==> src/rtl/cpc_pkg.sv <==
package cpc_pkg;

    localparam int MAX_PACKET_BYTES = 20;
    localparam int POS_W            = $clog2(MAX_PACKET_BYTES + 1);
    localparam int NEED_W           = 6;
    localparam int QUOT_W           = 8;
    localparam int DIV_CNT_W        = $clog2(QUOT_W);

    localparam logic [7:0] FLAG_BALANCE = 8'h01;
    localparam logic [7:0] FLAG_TORQUE  = 8'h04;
    localparam logic [7:0] FLAG_WHEEL   = 8'h10;
    localparam logic [7:0] FLAG_CRANK   = 8'h20;

    localparam logic [15:0] TIMEOUT_RESET = 16'd2000;

    localparam int          CFG_IDX_W          = 1;
    localparam logic [CFG_IDX_W-1:0] REG_DERIVE_CADENCE = 1'd0;
    localparam logic [CFG_IDX_W-1:0] REG_STALE_TIMEOUT  = 1'd1;

    typedef struct packed {
        logic [7:0]  data_byte;
        logic        last_byte;
        logic [31:0] now_ms;
    } in_t;

    typedef struct packed {
        logic [15:0] power_watts;
        logic [7:0]  cadence_rpm;
        logic [31:0] revolutions;
        logic [15:0] event_time;
        logic        revs_present;
        logic        packet_error;
    } out_t;

    typedef enum logic [2:0] {
        ST_IDLE,
        ST_EVAL,
        ST_MUL,
        ST_CHECK,
        ST_DIVIDE,
        ST_DONE
    } state_t;

    typedef enum logic [1:0] {
        CAD_KEEP,
        CAD_STALE,
        CAD_REJECT,
        CAD_NEW
    } cad_mode_t;

    typedef struct packed {
        logic      take_byte;
        logic      load_diff;
        logic      load_mul;
        logic      div_start;
        logic      div_step;
        logic      commit;
        cad_mode_t cad_mode;
    } cmd_t;

    typedef struct packed {
        logic pkt_error;
        logic has_revs;
        logic derive;
        logic need_div;
        logic fits;
        logic out_free;
    } status_t;

endpackage

==> src/rtl/cycling_power_packet_cadence_top.sv <==
// Cycling power measurement parser. Packet bytes arrive one per transfer; bytes that are
// not the last of their packet are accepted back to back. The last byte yields one result:
// a subtract stage forms the differences; when no new cadence is formed the result follows
// it directly, otherwise a multiply-by-15 stage and a range check follow, and when the
// quotient fits in 8 bits an eight-step restoring divider forms the 8-bit cadence quotient.
// The final cycle of an evaluation is held while an earlier result still waits unaccepted
// in the output register. A finished result waits there while the next packet streams in.
// Configuration writes are always ready.
module cycling_power_packet_cadence_top (
    input  logic                          aclk,
    input  logic                          aresetn,
    input  logic                          s_valid,
    output logic                          s_ready,
    input  cpc_pkg::in_t                  s_payload,
    output logic                          m_valid,
    input  logic                          m_ready,
    output cpc_pkg::out_t                 m_payload,
    input  logic                          cfg_valid,
    output logic                          cfg_ready,
    input  logic [cpc_pkg::CFG_IDX_W-1:0] cfg_index,
    input  logic [15:0]                   cfg_data
);
    import cpc_pkg::*;

    cmd_t    cmd;
    status_t status;

    assign cfg_ready = 1'b1;

    cpc_ctrl u_ctrl (
        .aclk    (aclk),
        .aresetn (aresetn),
        .s_valid (s_valid),
        .s_last  (s_payload.last_byte),
        .s_ready (s_ready),
        .status  (status),
        .cmd     (cmd)
    );

    cpc_datapath u_datapath (
        .aclk      (aclk),
        .aresetn   (aresetn),
        .in_item   (s_payload),
        .cmd       (cmd),
        .status    (status),
        .cfg_valid (cfg_valid),
        .cfg_index (cfg_index),
        .cfg_data  (cfg_data),
        .m_valid   (m_valid),
        .m_ready   (m_ready),
        .m_payload (m_payload)
    );

`ifndef SYNTHESIS
    // The block is busy right after the last byte of a packet.
    a_busy_after_last: assert property (@(posedge aclk) disable iff (!aresetn)
        s_valid && s_ready && s_payload.last_byte |=> !s_ready)
        else $error("input taken during packet evaluation");

    // A new result only appears after the input was held not ready for evaluation.
    a_result_from_eval: assert property (@(posedge aclk) disable iff (!aresetn)
        m_valid && !$past(m_valid) |-> !$past(s_ready))
        else $error("result appeared without packet evaluation");

    // An errored packet reports no packet fields.
    a_error_fields: assert property (@(posedge aclk) disable iff (!aresetn)
        m_valid && m_payload.packet_error |->
            !m_payload.revs_present && m_payload.power_watts == 16'd0)
        else $error("errored packet carries fields");
`endif

endmodule

==> src/rtl/cpc_ctrl.sv <==
module cpc_ctrl (
    input  logic             aclk,
    input  logic             aresetn,
    input  logic             s_valid,
    input  logic             s_last,
    output logic             s_ready,
    input  cpc_pkg::status_t status,
    output cpc_pkg::cmd_t    cmd
);
    import cpc_pkg::*;

    state_t                 state_reg, state_next;
    cad_mode_t              mode_reg, mode_next;
    logic [DIV_CNT_W-1:0]   cnt_reg, cnt_next;

    always_ff @(posedge aclk) begin
        if (!aresetn) begin
            state_reg <= ST_IDLE;
            mode_reg  <= CAD_KEEP;
            cnt_reg   <= '0;
        end else begin
            state_reg <= state_next;
            mode_reg  <= mode_next;
            cnt_reg   <= cnt_next;
        end
    end

    always_comb begin
        state_next = state_reg;
        mode_next  = mode_reg;
        cnt_next   = cnt_reg;
        case (state_reg)
            ST_IDLE: begin
                if (s_valid && s_last) begin
                    state_next = ST_EVAL;
                end
            end
            ST_EVAL: begin
                if (status.pkt_error || !status.has_revs || !status.derive) begin
                    mode_next  = CAD_KEEP;
                    state_next = ST_DONE;
                end else if (!status.need_div) begin
                    mode_next  = CAD_STALE;
                    state_next = ST_DONE;
                end else begin
                    state_next = ST_MUL;
                end
            end
            ST_MUL: begin
                state_next = ST_CHECK;
            end
            ST_CHECK: begin
                if (!status.fits) begin
                    mode_next  = CAD_REJECT;
                    state_next = ST_DONE;
                end else begin
                    cnt_next   = '0;
                    state_next = ST_DIVIDE;
                end
            end
            ST_DIVIDE: begin
                cnt_next = cnt_reg + 1'b1;
                if (cnt_reg == DIV_CNT_W'(QUOT_W - 1)) begin
                    mode_next  = CAD_NEW;
                    state_next = ST_DONE;
                end
            end
            ST_DONE: begin
                if (status.out_free) begin
                    state_next = ST_IDLE;
                end
            end
            default: begin
                state_next = ST_IDLE;
            end
        endcase
    end

    always_comb begin
        s_ready      = 1'b0;
        cmd          = '0;
        cmd.cad_mode = mode_reg;
        case (state_reg)
            ST_IDLE: begin
                s_ready       = 1'b1;
                cmd.take_byte = s_valid;
            end
            ST_EVAL: begin
                cmd.load_diff = 1'b1;
            end
            ST_MUL: begin
                cmd.load_mul = 1'b1;
            end
            ST_CHECK: begin
                cmd.div_start = status.fits;
            end
            ST_DIVIDE: begin
                cmd.div_step = 1'b1;
            end
            ST_DONE: begin
                cmd.commit = status.out_free;
            end
            default: begin
                s_ready = 1'b0;
            end
        endcase
    end

endmodule

==> src/rtl/cpc_datapath.sv <==
module cpc_datapath (
    input  logic                              aclk,
    input  logic                              aresetn,
    input  cpc_pkg::in_t                      in_item,
    input  cpc_pkg::cmd_t                     cmd,
    output cpc_pkg::status_t                  status,
    input  logic                              cfg_valid,
    input  logic [cpc_pkg::CFG_IDX_W-1:0]     cfg_index,
    input  logic [15:0]                       cfg_data,
    output logic                              m_valid,
    input  logic                              m_ready,
    output cpc_pkg::out_t                     m_payload
);
    import cpc_pkg::*;

    logic [POS_W-1:0]  pos_reg, pos_inc, len_reg;
    logic [7:0]        flags_reg;
    logic [15:0]       power_reg;
    logic [31:0]       rev_reg;
    logic [15:0]       time_reg;
    logic [31:0]       now_reg;
    logic [31:0]       prev_revs_reg;
    logic [15:0]       prev_time_reg;
    logic [7:0]        cadence_reg, cadence_next;
    logic [31:0]       last_good_reg;
    logic              derive_reg;
    logic [15:0]       timeout_reg;
    logic [31:0]       dr_reg;
    logic [15:0]       dt_reg;
    logic [35:0]       prod_reg;
    logic [15:0]       rem_reg;
    logic [QUOT_W-1:0] quot_reg;
    logic              m_valid_reg;
    out_t              out_reg;

    logic              has_bal, has_torq, has_wheel, has_crank, has_revs;
    logic [NEED_W-1:0] data_off, rev_start, pos_ext, idx, needed;
    logic              in_range, pkt_error, stale;
    logic [16:0]       rem2;
    logic              ge;

    assign has_bal   = (flags_reg & FLAG_BALANCE) != '0;
    assign has_torq  = (flags_reg & FLAG_TORQUE) != '0;
    assign has_wheel = (flags_reg & FLAG_WHEEL) != '0;
    assign has_crank = (flags_reg & FLAG_CRANK) != '0;
    assign has_revs  = has_wheel || has_crank;

    assign pos_inc = (pos_reg < POS_W'(MAX_PACKET_BYTES)) ? pos_reg + 1'b1 : pos_reg;

    // Wheel data comes first when both blocks are flagged, and is then skipped.
    assign data_off  = NEED_W'(4) + (has_bal ? NEED_W'(1) : '0) + (has_torq ? NEED_W'(2) : '0);
    assign rev_start = data_off + ((has_crank && has_wheel) ? NEED_W'(6) : '0);
    assign pos_ext   = NEED_W'(pos_reg);
    assign in_range  = pos_ext >= rev_start;
    assign idx       = pos_ext - rev_start;

    always_comb begin
        if (has_crank) begin
            needed = rev_start + NEED_W'(4);
        end else if (has_wheel) begin
            needed = data_off + NEED_W'(6);
        end else begin
            needed = NEED_W'(4);
        end
    end

    assign pkt_error = NEED_W'(len_reg) < needed;

    assign stale = (now_reg - last_good_reg) > {16'd0, timeout_reg};

    // One restoring step; the remainder always stays below the divisor.
    assign rem2 = {rem_reg, 1'b0};
    assign ge   = rem2 >= {1'b0, dt_reg};

    assign status.pkt_error = pkt_error;
    assign status.has_revs  = has_revs;
    assign status.derive    = derive_reg;
    assign status.need_div  = (rev_reg != prev_revs_reg) && (time_reg != prev_time_reg);
    assign status.fits      = (prod_reg[35:12] == '0) && ({prod_reg[11:0], 4'd0} < dt_reg);
    assign status.out_free  = !m_valid_reg || m_ready;

    always_comb begin
        cadence_next = cadence_reg;
        case (cmd.cad_mode)
            CAD_KEEP:   cadence_next = cadence_reg;
            CAD_STALE:  cadence_next = stale ? 8'd0 : cadence_reg;
            CAD_REJECT: cadence_next = cadence_reg;
            CAD_NEW:    cadence_next = quot_reg;
            default:    cadence_next = cadence_reg;
        endcase
    end

    // Control state and the state carried from packet to packet.
    always_ff @(posedge aclk) begin
        if (!aresetn) begin
            pos_reg       <= '0;
            derive_reg    <= 1'b1;
            timeout_reg   <= TIMEOUT_RESET;
            prev_revs_reg <= '0;
            prev_time_reg <= '0;
            cadence_reg   <= '0;
            last_good_reg <= '0;
            m_valid_reg   <= 1'b0;
        end else begin
            if (cmd.take_byte) begin
                pos_reg <= in_item.last_byte ? '0 : pos_inc;
            end
            if (cfg_valid) begin
                case (cfg_index)
                    REG_DERIVE_CADENCE: derive_reg  <= cfg_data[0];
                    REG_STALE_TIMEOUT:  timeout_reg <= cfg_data;
                    default:            derive_reg  <= derive_reg;
                endcase
            end
            if (cmd.commit) begin
                m_valid_reg <= 1'b1;
                if (!pkt_error) begin
                    cadence_reg <= cadence_next;
                    if (has_revs) begin
                        prev_revs_reg <= rev_reg;
                        prev_time_reg <= time_reg;
                    end
                    if (cmd.cad_mode == CAD_NEW || cmd.cad_mode == CAD_REJECT) begin
                        last_good_reg <= now_reg;
                    end
                end
            end else if (m_ready) begin
                m_valid_reg <= 1'b0;
            end
        end
    end

    // Packet fields, arithmetic and the result register.
    always_ff @(posedge aclk) begin
        if (cmd.take_byte) begin
            if (pos_reg < POS_W'(MAX_PACKET_BYTES)) begin
                if (pos_reg == POS_W'(0)) begin
                    flags_reg <= in_item.data_byte;
                    rev_reg   <= '0;
                end else if (pos_reg == POS_W'(2)) begin
                    power_reg[7:0] <= in_item.data_byte;
                end else if (pos_reg == POS_W'(3)) begin
                    power_reg[15:8] <= in_item.data_byte;
                end else if (pos_reg > POS_W'(3) && in_range) begin
                    if (has_crank) begin
                        case (idx)
                            NEED_W'(0): rev_reg[7:0]   <= in_item.data_byte;
                            NEED_W'(1): rev_reg[15:8]  <= in_item.data_byte;
                            NEED_W'(2): time_reg[7:0]  <= in_item.data_byte;
                            NEED_W'(3): time_reg[15:8] <= in_item.data_byte;
                            default:    time_reg       <= time_reg;
                        endcase
                    end else if (has_wheel) begin
                        case (idx)
                            NEED_W'(0): rev_reg[7:0]   <= in_item.data_byte;
                            NEED_W'(1): rev_reg[15:8]  <= in_item.data_byte;
                            NEED_W'(2): rev_reg[23:16] <= in_item.data_byte;
                            NEED_W'(3): rev_reg[31:24] <= in_item.data_byte;
                            NEED_W'(4): time_reg[7:0]  <= in_item.data_byte;
                            NEED_W'(5): time_reg[15:8] <= in_item.data_byte;
                            default:    time_reg       <= time_reg;
                        endcase
                    end
                end
            end
            if (in_item.last_byte) begin
                len_reg <= pos_inc;
                now_reg <= in_item.now_ms;
            end
        end

        if (cmd.load_diff) begin
            dr_reg <= rev_reg - prev_revs_reg;
            dt_reg <= time_reg - prev_time_reg;
        end

        // Wheel and crank both reduce to dr * 61440 / dt, and 61440 = 15 * 4096.
        if (cmd.load_mul) begin
            prod_reg <= {dr_reg, 4'd0} - {4'd0, dr_reg};
        end

        if (cmd.div_start) begin
            rem_reg  <= {prod_reg[11:0], 4'd0};
            quot_reg <= '0;
        end else if (cmd.div_step) begin
            rem_reg  <= ge ? 16'(rem2 - {1'b0, dt_reg}) : rem2[15:0];
            quot_reg <= {quot_reg[QUOT_W-2:0], ge};
        end

        if (cmd.commit) begin
            if (pkt_error) begin
                out_reg.power_watts  <= '0;
                out_reg.cadence_rpm  <= cadence_reg;
                out_reg.revolutions  <= '0;
                out_reg.event_time   <= '0;
                out_reg.revs_present <= 1'b0;
                out_reg.packet_error <= 1'b1;
            end else begin
                out_reg.power_watts  <= power_reg;
                out_reg.cadence_rpm  <= cadence_next;
                out_reg.revolutions  <= has_revs ? rev_reg : '0;
                out_reg.event_time   <= has_revs ? time_reg : '0;
                out_reg.revs_present <= has_revs;
                out_reg.packet_error <= 1'b0;
            end
        end
    end

    assign m_valid   = m_valid_reg;
    assign m_payload = out_reg;

endmodule
==> config.mk <==
export PLATFORM = sky130hd
export DESIGN_NAME = cycling_power_packet_cadence_top
export DESIGN_NICKNAME = d
export VERILOG_FILES = /design/src/rtl/cpc_pkg.sv /design/src/rtl/cycling_power_packet_cadence_top.sv /design/src/rtl/cpc_ctrl.sv /design/src/rtl/cpc_datapath.sv
export SDC_FILE = /design/constraint.sdc
export NUM_CORES = 1
export LEC_CHECK = 0
export BUFFER_PORTS_ARGS = -buffer_cell sky130_fd_sc_hd__buf_2
export CAP_MARGIN = 30
export CORE_ASPECT_RATIO = 1.5
export CORE_MARGIN = 4
export CORE_UTILIZATION = 60
export DETAILED_ROUTE_END_ITERATION = 6
export PLACE_DENSITY = 0.79
export SYNTH_ARGS = -nofsm -noshare
export SYNTH_HDL_FRONTEND = slang
export SYNTH_SLANG_ARGS = --single-unit
==> constraint.sdc <==
create_clock -name aclk -period 7.2 [get_ports aclk]
set_clock_uncertainty 0.05 [all_clocks]
set_input_delay 0.36 -clock aclk [delete_from_list [all_inputs] [get_ports aclk]]
set_output_delay 0.36 -clock aclk [all_outputs]
set_load 0.02 [all_outputs]
==> impl_metrics.json, run 1 <==
{
  "drt_pass1_iterations": 6,
  "cts_tree": "built",
  "ir_drop_uv": 300.6,
  "p_int_mw": 5.238,
  "synth.most_common_cell": "nand2_1",
  "antenna_found_initial": 0,
  "avgSynthCellArea_um2": 9.706,
  "synth_top_area_share_pct": 36.56,
  "swShare_pct": 35.33,
  "synthesis.nets": 2561,
  "dr_wl_met3_um": 2611,
  "crit_type": "reg2reg",
  "setup_tns_ns": 0,
  "gp_congestion": 0.9446,
  "portBuffers": 138,
  "initial_core_util_pct": 61.02,
  "ys_top_cells_by_area": "edfxtp_1 37%, dfxtp_1 12%, ha_1 9.2%",
  "hp-class": "in2reg",
  "critPathRequiredTime_ns": 7.51,
  "track_usage_pct": 28.96,
  "die_w_um": 166.4,
  "min_period_over_period_pct": 71.26,
  "crit_fanout": 16,
  "synth-seq-area-share_pct": 48.17,
  "highest_layer": "met4",
  "cts_buffer_depth": 3,
  "wl_per_cell_um": 19.87,
  "syn_area_mm2": 0.02259,
  "combPwrFrac_pct": 35.3,
  "status": "finished clean",
  "ioPinCount": 140,
  "htree_levels": 2,
  "cts_resized": 0,
  "wl_met1_um": 21470,
  "clkSinkCount": 406,
  "ys_ff_latch": 406,
  "drv_cap": 0,
  "post_cts_buffers": 0,
  "yosys-top-cells-count": "328 x nand2_1, 275 x edfxtp_1, 228 x a21oi_1",
  "largest_register_ff_count": 74,
  "via_count": 17840,
  "drt-initial-drc-count": 1297,
  "die_h_um": 245.6,
  "grt_overflow": 0,
  "clock_power_share_pct": 25.1,
  "root_buffer": "clkbuf_16",
  "drc": 0,
  "syn_to_final_growth_pct": 12.60,
  "drive_above_1_share_pct": 9.948,
  "switchingPower_mw": 2.862,
  "coreArea_mm2": 0.03702,
  "grt_max_degree": 69,
  "grt_pass1_wl_um": 95390,
  "cp-end-kind": "register",
  "yosys_most_used_dff": "edfxtp_1",
  "ys_types": 87,
  "async_flop_share_pct": 0,
  "die_area_mm2": 0.04088,
  "r2r_slack_ns": 2.07,
  "grt_pass1_vias": 18130,
  "ant_nets": 0,
  "met2_wirelength_um": 32120,
  "hold_buffers": 44,
  "synthCells": 2327,
  "synth_edf_count": 275,
  "synth_area_leader_cell": "edfxtp_1",
  "clock_latency_ns": 0.55,
  "cp-start-kind": "register",
  "cellPowerDensity_mw_per_mm2": 318.5,
  "cts_buffers": 39,
  "row_count": 86,
  "ys_warn_count": 0,
  "hpwl_um": 44480,
  "power_frac_seq_pct": 39.7,
  "clkTransAtPathRegs_ns": 0.07,
  "crit_arrival_ns": 5.44,
  "power.leakage_nw": 9.809,
  "setup_viol": 0,
  "fmax_ghz": 0.1949,
  "drv_slew": 0,
  "rsz0062_at_grt": "no",
  "viasPerCell": 5.933,
  "num_antenna_cells": 0,
  "finalWirelength_um": 59760,
  "slew_headroom_pct": 36.10,
  "min_period_ns": 5.131,
  "postLayoutCoreUtil_pct": 68.71,
  "hold_viol_final": 0,
  "final_nets": 2726,
  "fin_hold_ws_ns": 0.01838,
  "timing_worst_slew_pin_value_ns": 0.9465
}
## logic make-up (layout without fill, tap and decap cells)
family	after synthesis	count (layout)	share of synthesized area (%)
xor gates and xnor gates	98	98	3.800
and+or+nand+nor	755	755	15.64
AOI/OAI and AO/OA	586	586	16.57
buffers and inverters	278	474	4.747
muxes	32	32	1.418
adders and majority gates	171	171	9.639
other	1	1	0.01660
DFF	406	406	48.17
## cell usage in the layout (no fill, tap or decap), types with 32 or more instances in the layout
cell and count:
a21o_1 40, a21oi_1 227, and2_1 62, buf_2 138, clkbuf_16 40, dfxtp_1 131
dlygate4sd3_1 44, edfxtp_1 275, ha_1 166, inv_1 203, mux2i_1 32, nand2_1 328
nand3_1 43, nand4_1 32, nor2_1 123, nor2b_1 35, nor3_1 36, o21ai_0 98
xnor2_1 68
## worst paths after layout
kind	startpoint	endpoint	depth (start not counted)
worst max-delay path	u_datapath.last_good_reg[1]$_SDFFE_PN0P_	u_datapath.m_payload[57]$_DFFE_PP_	18
worst min-delay path	cfg_data[4]	u_datapath.timeout_reg[4]$_SDFFE_PN1P_	3
worst max register to register	u_datapath.last_good_reg[1]$_SDFFE_PN0P_	u_datapath.m_payload[57]$_DFFE_PP_	18
worst min register to register	u_datapath.last_good_reg[5]$_SDFFE_PN0P_	u_datapath.last_good_reg[5]$_SDFFE_PN0P_	2
## power groups by stage
| stage | clock network, mW | registers (mW) | logic (mW) |
|---|---|---|---|
| after floorplan | 0 | 3.19 | 2.08 |
| after global placement | 0 | 3.25 | 2.71 |
| after detailed placement | 0 | 3.26 | 2.78 |
| after CTS | 2.06 | 3.21 | 2.82 |
| after global routing | 2.15 | 3.24 | 3.18 |
| final | 2.03 | 3.21 | 2.86 |
## layer usage
metal	track usage, %	vias to the layer above
met4	15.10	0
met3	3.506	183
met5	0	-
met2	55.72	575
met1	30.69	8442
li1	-	8640
## layout make-up
cell class / instances / area, um^2
fillers: 2820 / 11580
flip-flops and latches: 406 / 10880
multi-input cells: 1643 / 10660
repair buffers: 198 / 1271
clock buffers: 48 / 1041
inverters: 204 / 767.0
well taps: 484 / 605.6
clock inverters: 24 / 205.2
## stage by stage
stage | total power, mW | setup WS [ns] | area, um^2 | instances
floorplan | 5.266 | 1.726 | 22590 | 2327
global placement | 5.955 | 2.417 | 23720 | 2890
detailed placement | 6.037 | 2.208 | 23720 | 2890
CTS | 8.091 | 2.100 | 25400 | 3006
global route | 8.567 | 1.681 | 25430 | 3007
finish | 8.100 | 2.069 | 25430 | 3007
## worst max-delay path, cell delays in order (launching register included)
cell       delay (ns)
dfxtp_1          0.38
inv_1            0.06
ha_1             0.29
nor2b_1          0.14
o31ai_1          0.35
a22oi_1          0.24
a21oi_1          0.26
o21ai_0          0.17
a21boi_0         0.30
o21ai_0          0.18
xor2_1           0.17
ha_1             0.30
a21oi_1          0.14
o21ai_0          0.13
a211oi_1         0.27
o2111ai_1        0.27
nor4_1           0.43
nand4_2          0.42
o21ai_0          0.35
(Power assumes the default switching activity.)
==> inputs of run 2 (changes only) <==
ABC_AREA = 1   (was default)
CORE_UTILIZATION = 56   (was 60)
PLACE_DENSITY = 0.77   (was 0.79)
clock period = 4.3 ns   (was 7.2 ns; I/O delays follow)
==> impl_metrics.json, run 2 <==
{
  "status": "finished clean",
  "ir_drop_uv": 551.8,
  "cts_resized": 0,
  "finalWirelength_um": 61800,
  "syn_area_mm2": 0.02318,
  "cts_buffer_depth": 3,
  "swShare_pct": 37.88,
  "portBuffers": 138,
  "crit_type": "reg2reg",
  "fin_ws_ns": 0.7666,
  "ant_nets": 0,
  "drt_pass1_iterations": 7,
  "clkSinkCount": 406,
  "synthCells": 2753,
  "async_flop_share_pct": 0,
  "drv_slew": 0,
  "synth_top_area_share_pct": 35.62,
  "ys_types": 54,
  "root_buffer": "clkbuf_16",
  "synth_edf_count": 275,
  "clkTransAtPathRegs_ns": 0.07,
  "initial_core_util_pct": 56.55,
  "grt_pass1_vias": 19500,
  "holdPathStages": 1,
  "setup_tns_ns": 0,
  "drive_above_1_share_pct": 9.532,
  "power_frac_seq_pct": 37.1,
  "critPathRequiredTime_ns": 4.66,
  "hold_buffers": 57,
  "track_usage_pct": 27.11,
  "fmax_ghz": 0.2830,
  "pre_cts_ws_ns": 0.7489,
  "drv_cap": 0,
  "cp-start-kind": "register",
  "crit_arrival_ns": 3.89,
  "drt-initial-drc-count": 1186,
  "grt_pass1_wl_um": 97880,
  "clock_latency_ns": 0.54,
  "clock_power_share_pct": 24.3,
  "min_period_over_period_pct": 82.17,
  "grt_overflow": 0,
  "ys_top_cells_by_area": "edfxtp_1 36%, dfxtp_1 11%, ha_1 9.0%",
  "slew_headroom_pct": 35.73,
  "r2r_cells": 22,
  "grt_max_degree": 93,
  "ys_warn_count": 0,
  "wl_per_cell_um": 17.65,
  "hold_viol_final": 0,
  "final_common_cell": "nand2_1",
  "cts_buffers": 40,
  "cellPowerDensity_mw_per_mm2": 559.2,
  "hp-start": "s_payload[37]",
  "yosys_most_used_dff": "edfxtp_1",
  "min_to": "u_datapath.time_reg[4]$_DFFE_PP_",
  "die_w_um": 174.1,
  "largest_register_ff_count": 74,
  "cp-end-kind": "register",
  "synth-seq-area-share_pct": 46.94,
  "die_h_um": 257.2,
  "switchingPower_mw": 5.592,
  "htree_levels": 2,
  "avgSynthCellArea_um2": 8.420,
  "hp-class": "in2reg",
  "r2r-end": "u_datapath.m_payload[50]$_DFFE_PP_",
  "fin_hold_ws_ns": 0.02044,
  "design_area_mm2": 0.02640,
  "coreArea_mm2": 0.04099,
  "syn_to_final_growth_pct": 13.88,
  "r2r_slack_ns": 0.77,
  "ioPinCount": 140,
  "viasPerCell": 5.492,
  "synthesis.nets": 2987,
  "timing_worst_slew_pin_value_ns": 0.9641,
  "rsz0062_at_grt": "no",
  "yosys-top-cells-count": "545 x nand2_1, 477 x inv_1, 281 x a21oi_1",
  "p_int_mw": 9.170,
  "synth_area_leader_cell": "edfxtp_1",
  "drc": 0,
  "gp_congestion": 0.9494,
  "synth.most_common_cell": "nand2_1",
  "layout.cells.most_common_list": "543 x nand2_1, 477 x inv_1, 281 x a21oi_1",
  "crit_fanout": 8,
  "ys_ff_latch": 406,
  "worstReg2RegStart": "u_datapath.now_reg[3]$_DFFE_PP_",
  "row_count": 91,
  "combPwrFrac_pct": 38.6,
  "die_area_mm2": 0.04478,
  "num_antenna_cells": 0,
  "post_cts_buffers": 0,
  "setup_viol": 0,
  "via_count": 19230,
  "antenna_found_initial": 0,
  "cts_tree": "built",
  "hpwl_um": 47660,
  "min_period_ns": 3.533,
  "final_nets": 3192,
  "post_dp_cell_area_mm2": 0.02448,
  "power.leakage_nw": 11.72
}
[run 2: changes by cell type after synthesis, sizes merged, moves of 26 or more]
cell and change:
a21oi +50, xnor2 -29, mux2i -32, nor2 +108, nand3 +45, o21ai +94
xor2 +41, nor2b -36, nand2 +231, and2 -63, inv +283, clkbuf -26
a21o -26
[run 2: cell type report]
type | count | area [um^2]
fillers | 3384 | 14590
flip-flops and latches | 406 | 10880
multi-input cells | 1802 | 10250
inverters | 490 | 1839
repair buffers | 218 | 1446
clock buffers | 50 | 1080
well taps | 511 | 639.4
clock inverters | 24 | 265.3
[run 2: worst max path at each step]
stage | from | end | slack, ns | cells past startpoint
after floorplan | u_ctrl.state_reg[2]$_SDFFE_PN0P_ | u_datapath.last_good_reg[16]$_SDFFE_PN0P_ | 0.1 | 8
after global placement | u_datapath.now_reg[0]$_DFFE_PP_ | u_datapath.m_payload[55]$_DFFE_PP_ | 0.86 | 22
after detailed placement | u_datapath.now_reg[0]$_DFFE_PP_ | u_datapath.m_payload[50]$_DFFE_PP_ | 0.75 | 22
after CTS | u_datapath.now_reg[0]$_DFFE_PP_ | u_datapath.m_payload[50]$_DFFE_PP_ | 0.73 | 22
after global routing | u_datapath.now_reg[3]$_DFFE_PP_ | u_datapath.m_payload[57]$_DFFE_PP_ | 0.38 | 22
final | u_datapath.now_reg[3]$_DFFE_PP_ | u_datapath.m_payload[50]$_DFFE_PP_ | 0.77 | 22
[run 2: metrics by stage]
step                      instances  utilization (%)  power [mW]
final                          3501            64.40       14.76
after global routing           3501            64.40       15.73
after CTS                      3501            64.40       14.78
after detailed placement       3370            59.73       11.13
after global placement         3370            59.73       11.00
after floorplan                2753                -       9.617
[run 2: metal layers]
layer	share of wire, %	wire length [um]	GRT usage (%)
met1	36	22170	27.85
met2	54	33530	52.93
met3	4.1	2516	3.409
met4	5.8	3584	14.07
met5	0	0	0
[run 2: kinds of logic after synthesis]
kind of cell | share of synthesized area, %
and+or+nand+nor | 17.29
AOI/OAI and AO/OA | 13.21
buffers and inverters | 8.992
DFF | 46.94
adders and majority gates | 9.392
xor gates and xnor gates | 4.156
other | 0.01618
[run 2: critical path, stage by stage, from the launching register on]
cell,delay (ns)
edfxtp_1,0.40
ha_1,0.39
nand2_1,0.13
nor2_2,0.13
nand2_1,0.08
nand3_1,0.16
nand2_1,0.08
nand2_1,0.16
xor2_1,0.16
ha_1,0.26
a21oi_1,0.15
o21ai_0,0.10
nor2_1,0.11
nand2_1,0.05
nand2_1,0.07
nand2_1,0.10
nor2_1,0.10
nand2_1,0.13
nor2_8,0.27
nand3_2,0.12
nand2_1,0.08
nand2_1,0.05
nand2_1,0.05
[run 2: power by group through the flow]
stage / Combinational, mW / Sequential [mW] / Clock [mW]
after floorplan: 4.13 / 5.48 / 0
after global placement: 5.48 / 5.53 / 0
after detailed placement: 5.59 / 5.55 / 0
after CTS: 5.67 / 5.47 / 3.65
after global routing: 6.39 / 5.52 / 3.81
final: 5.70 / 5.47 / 3.59
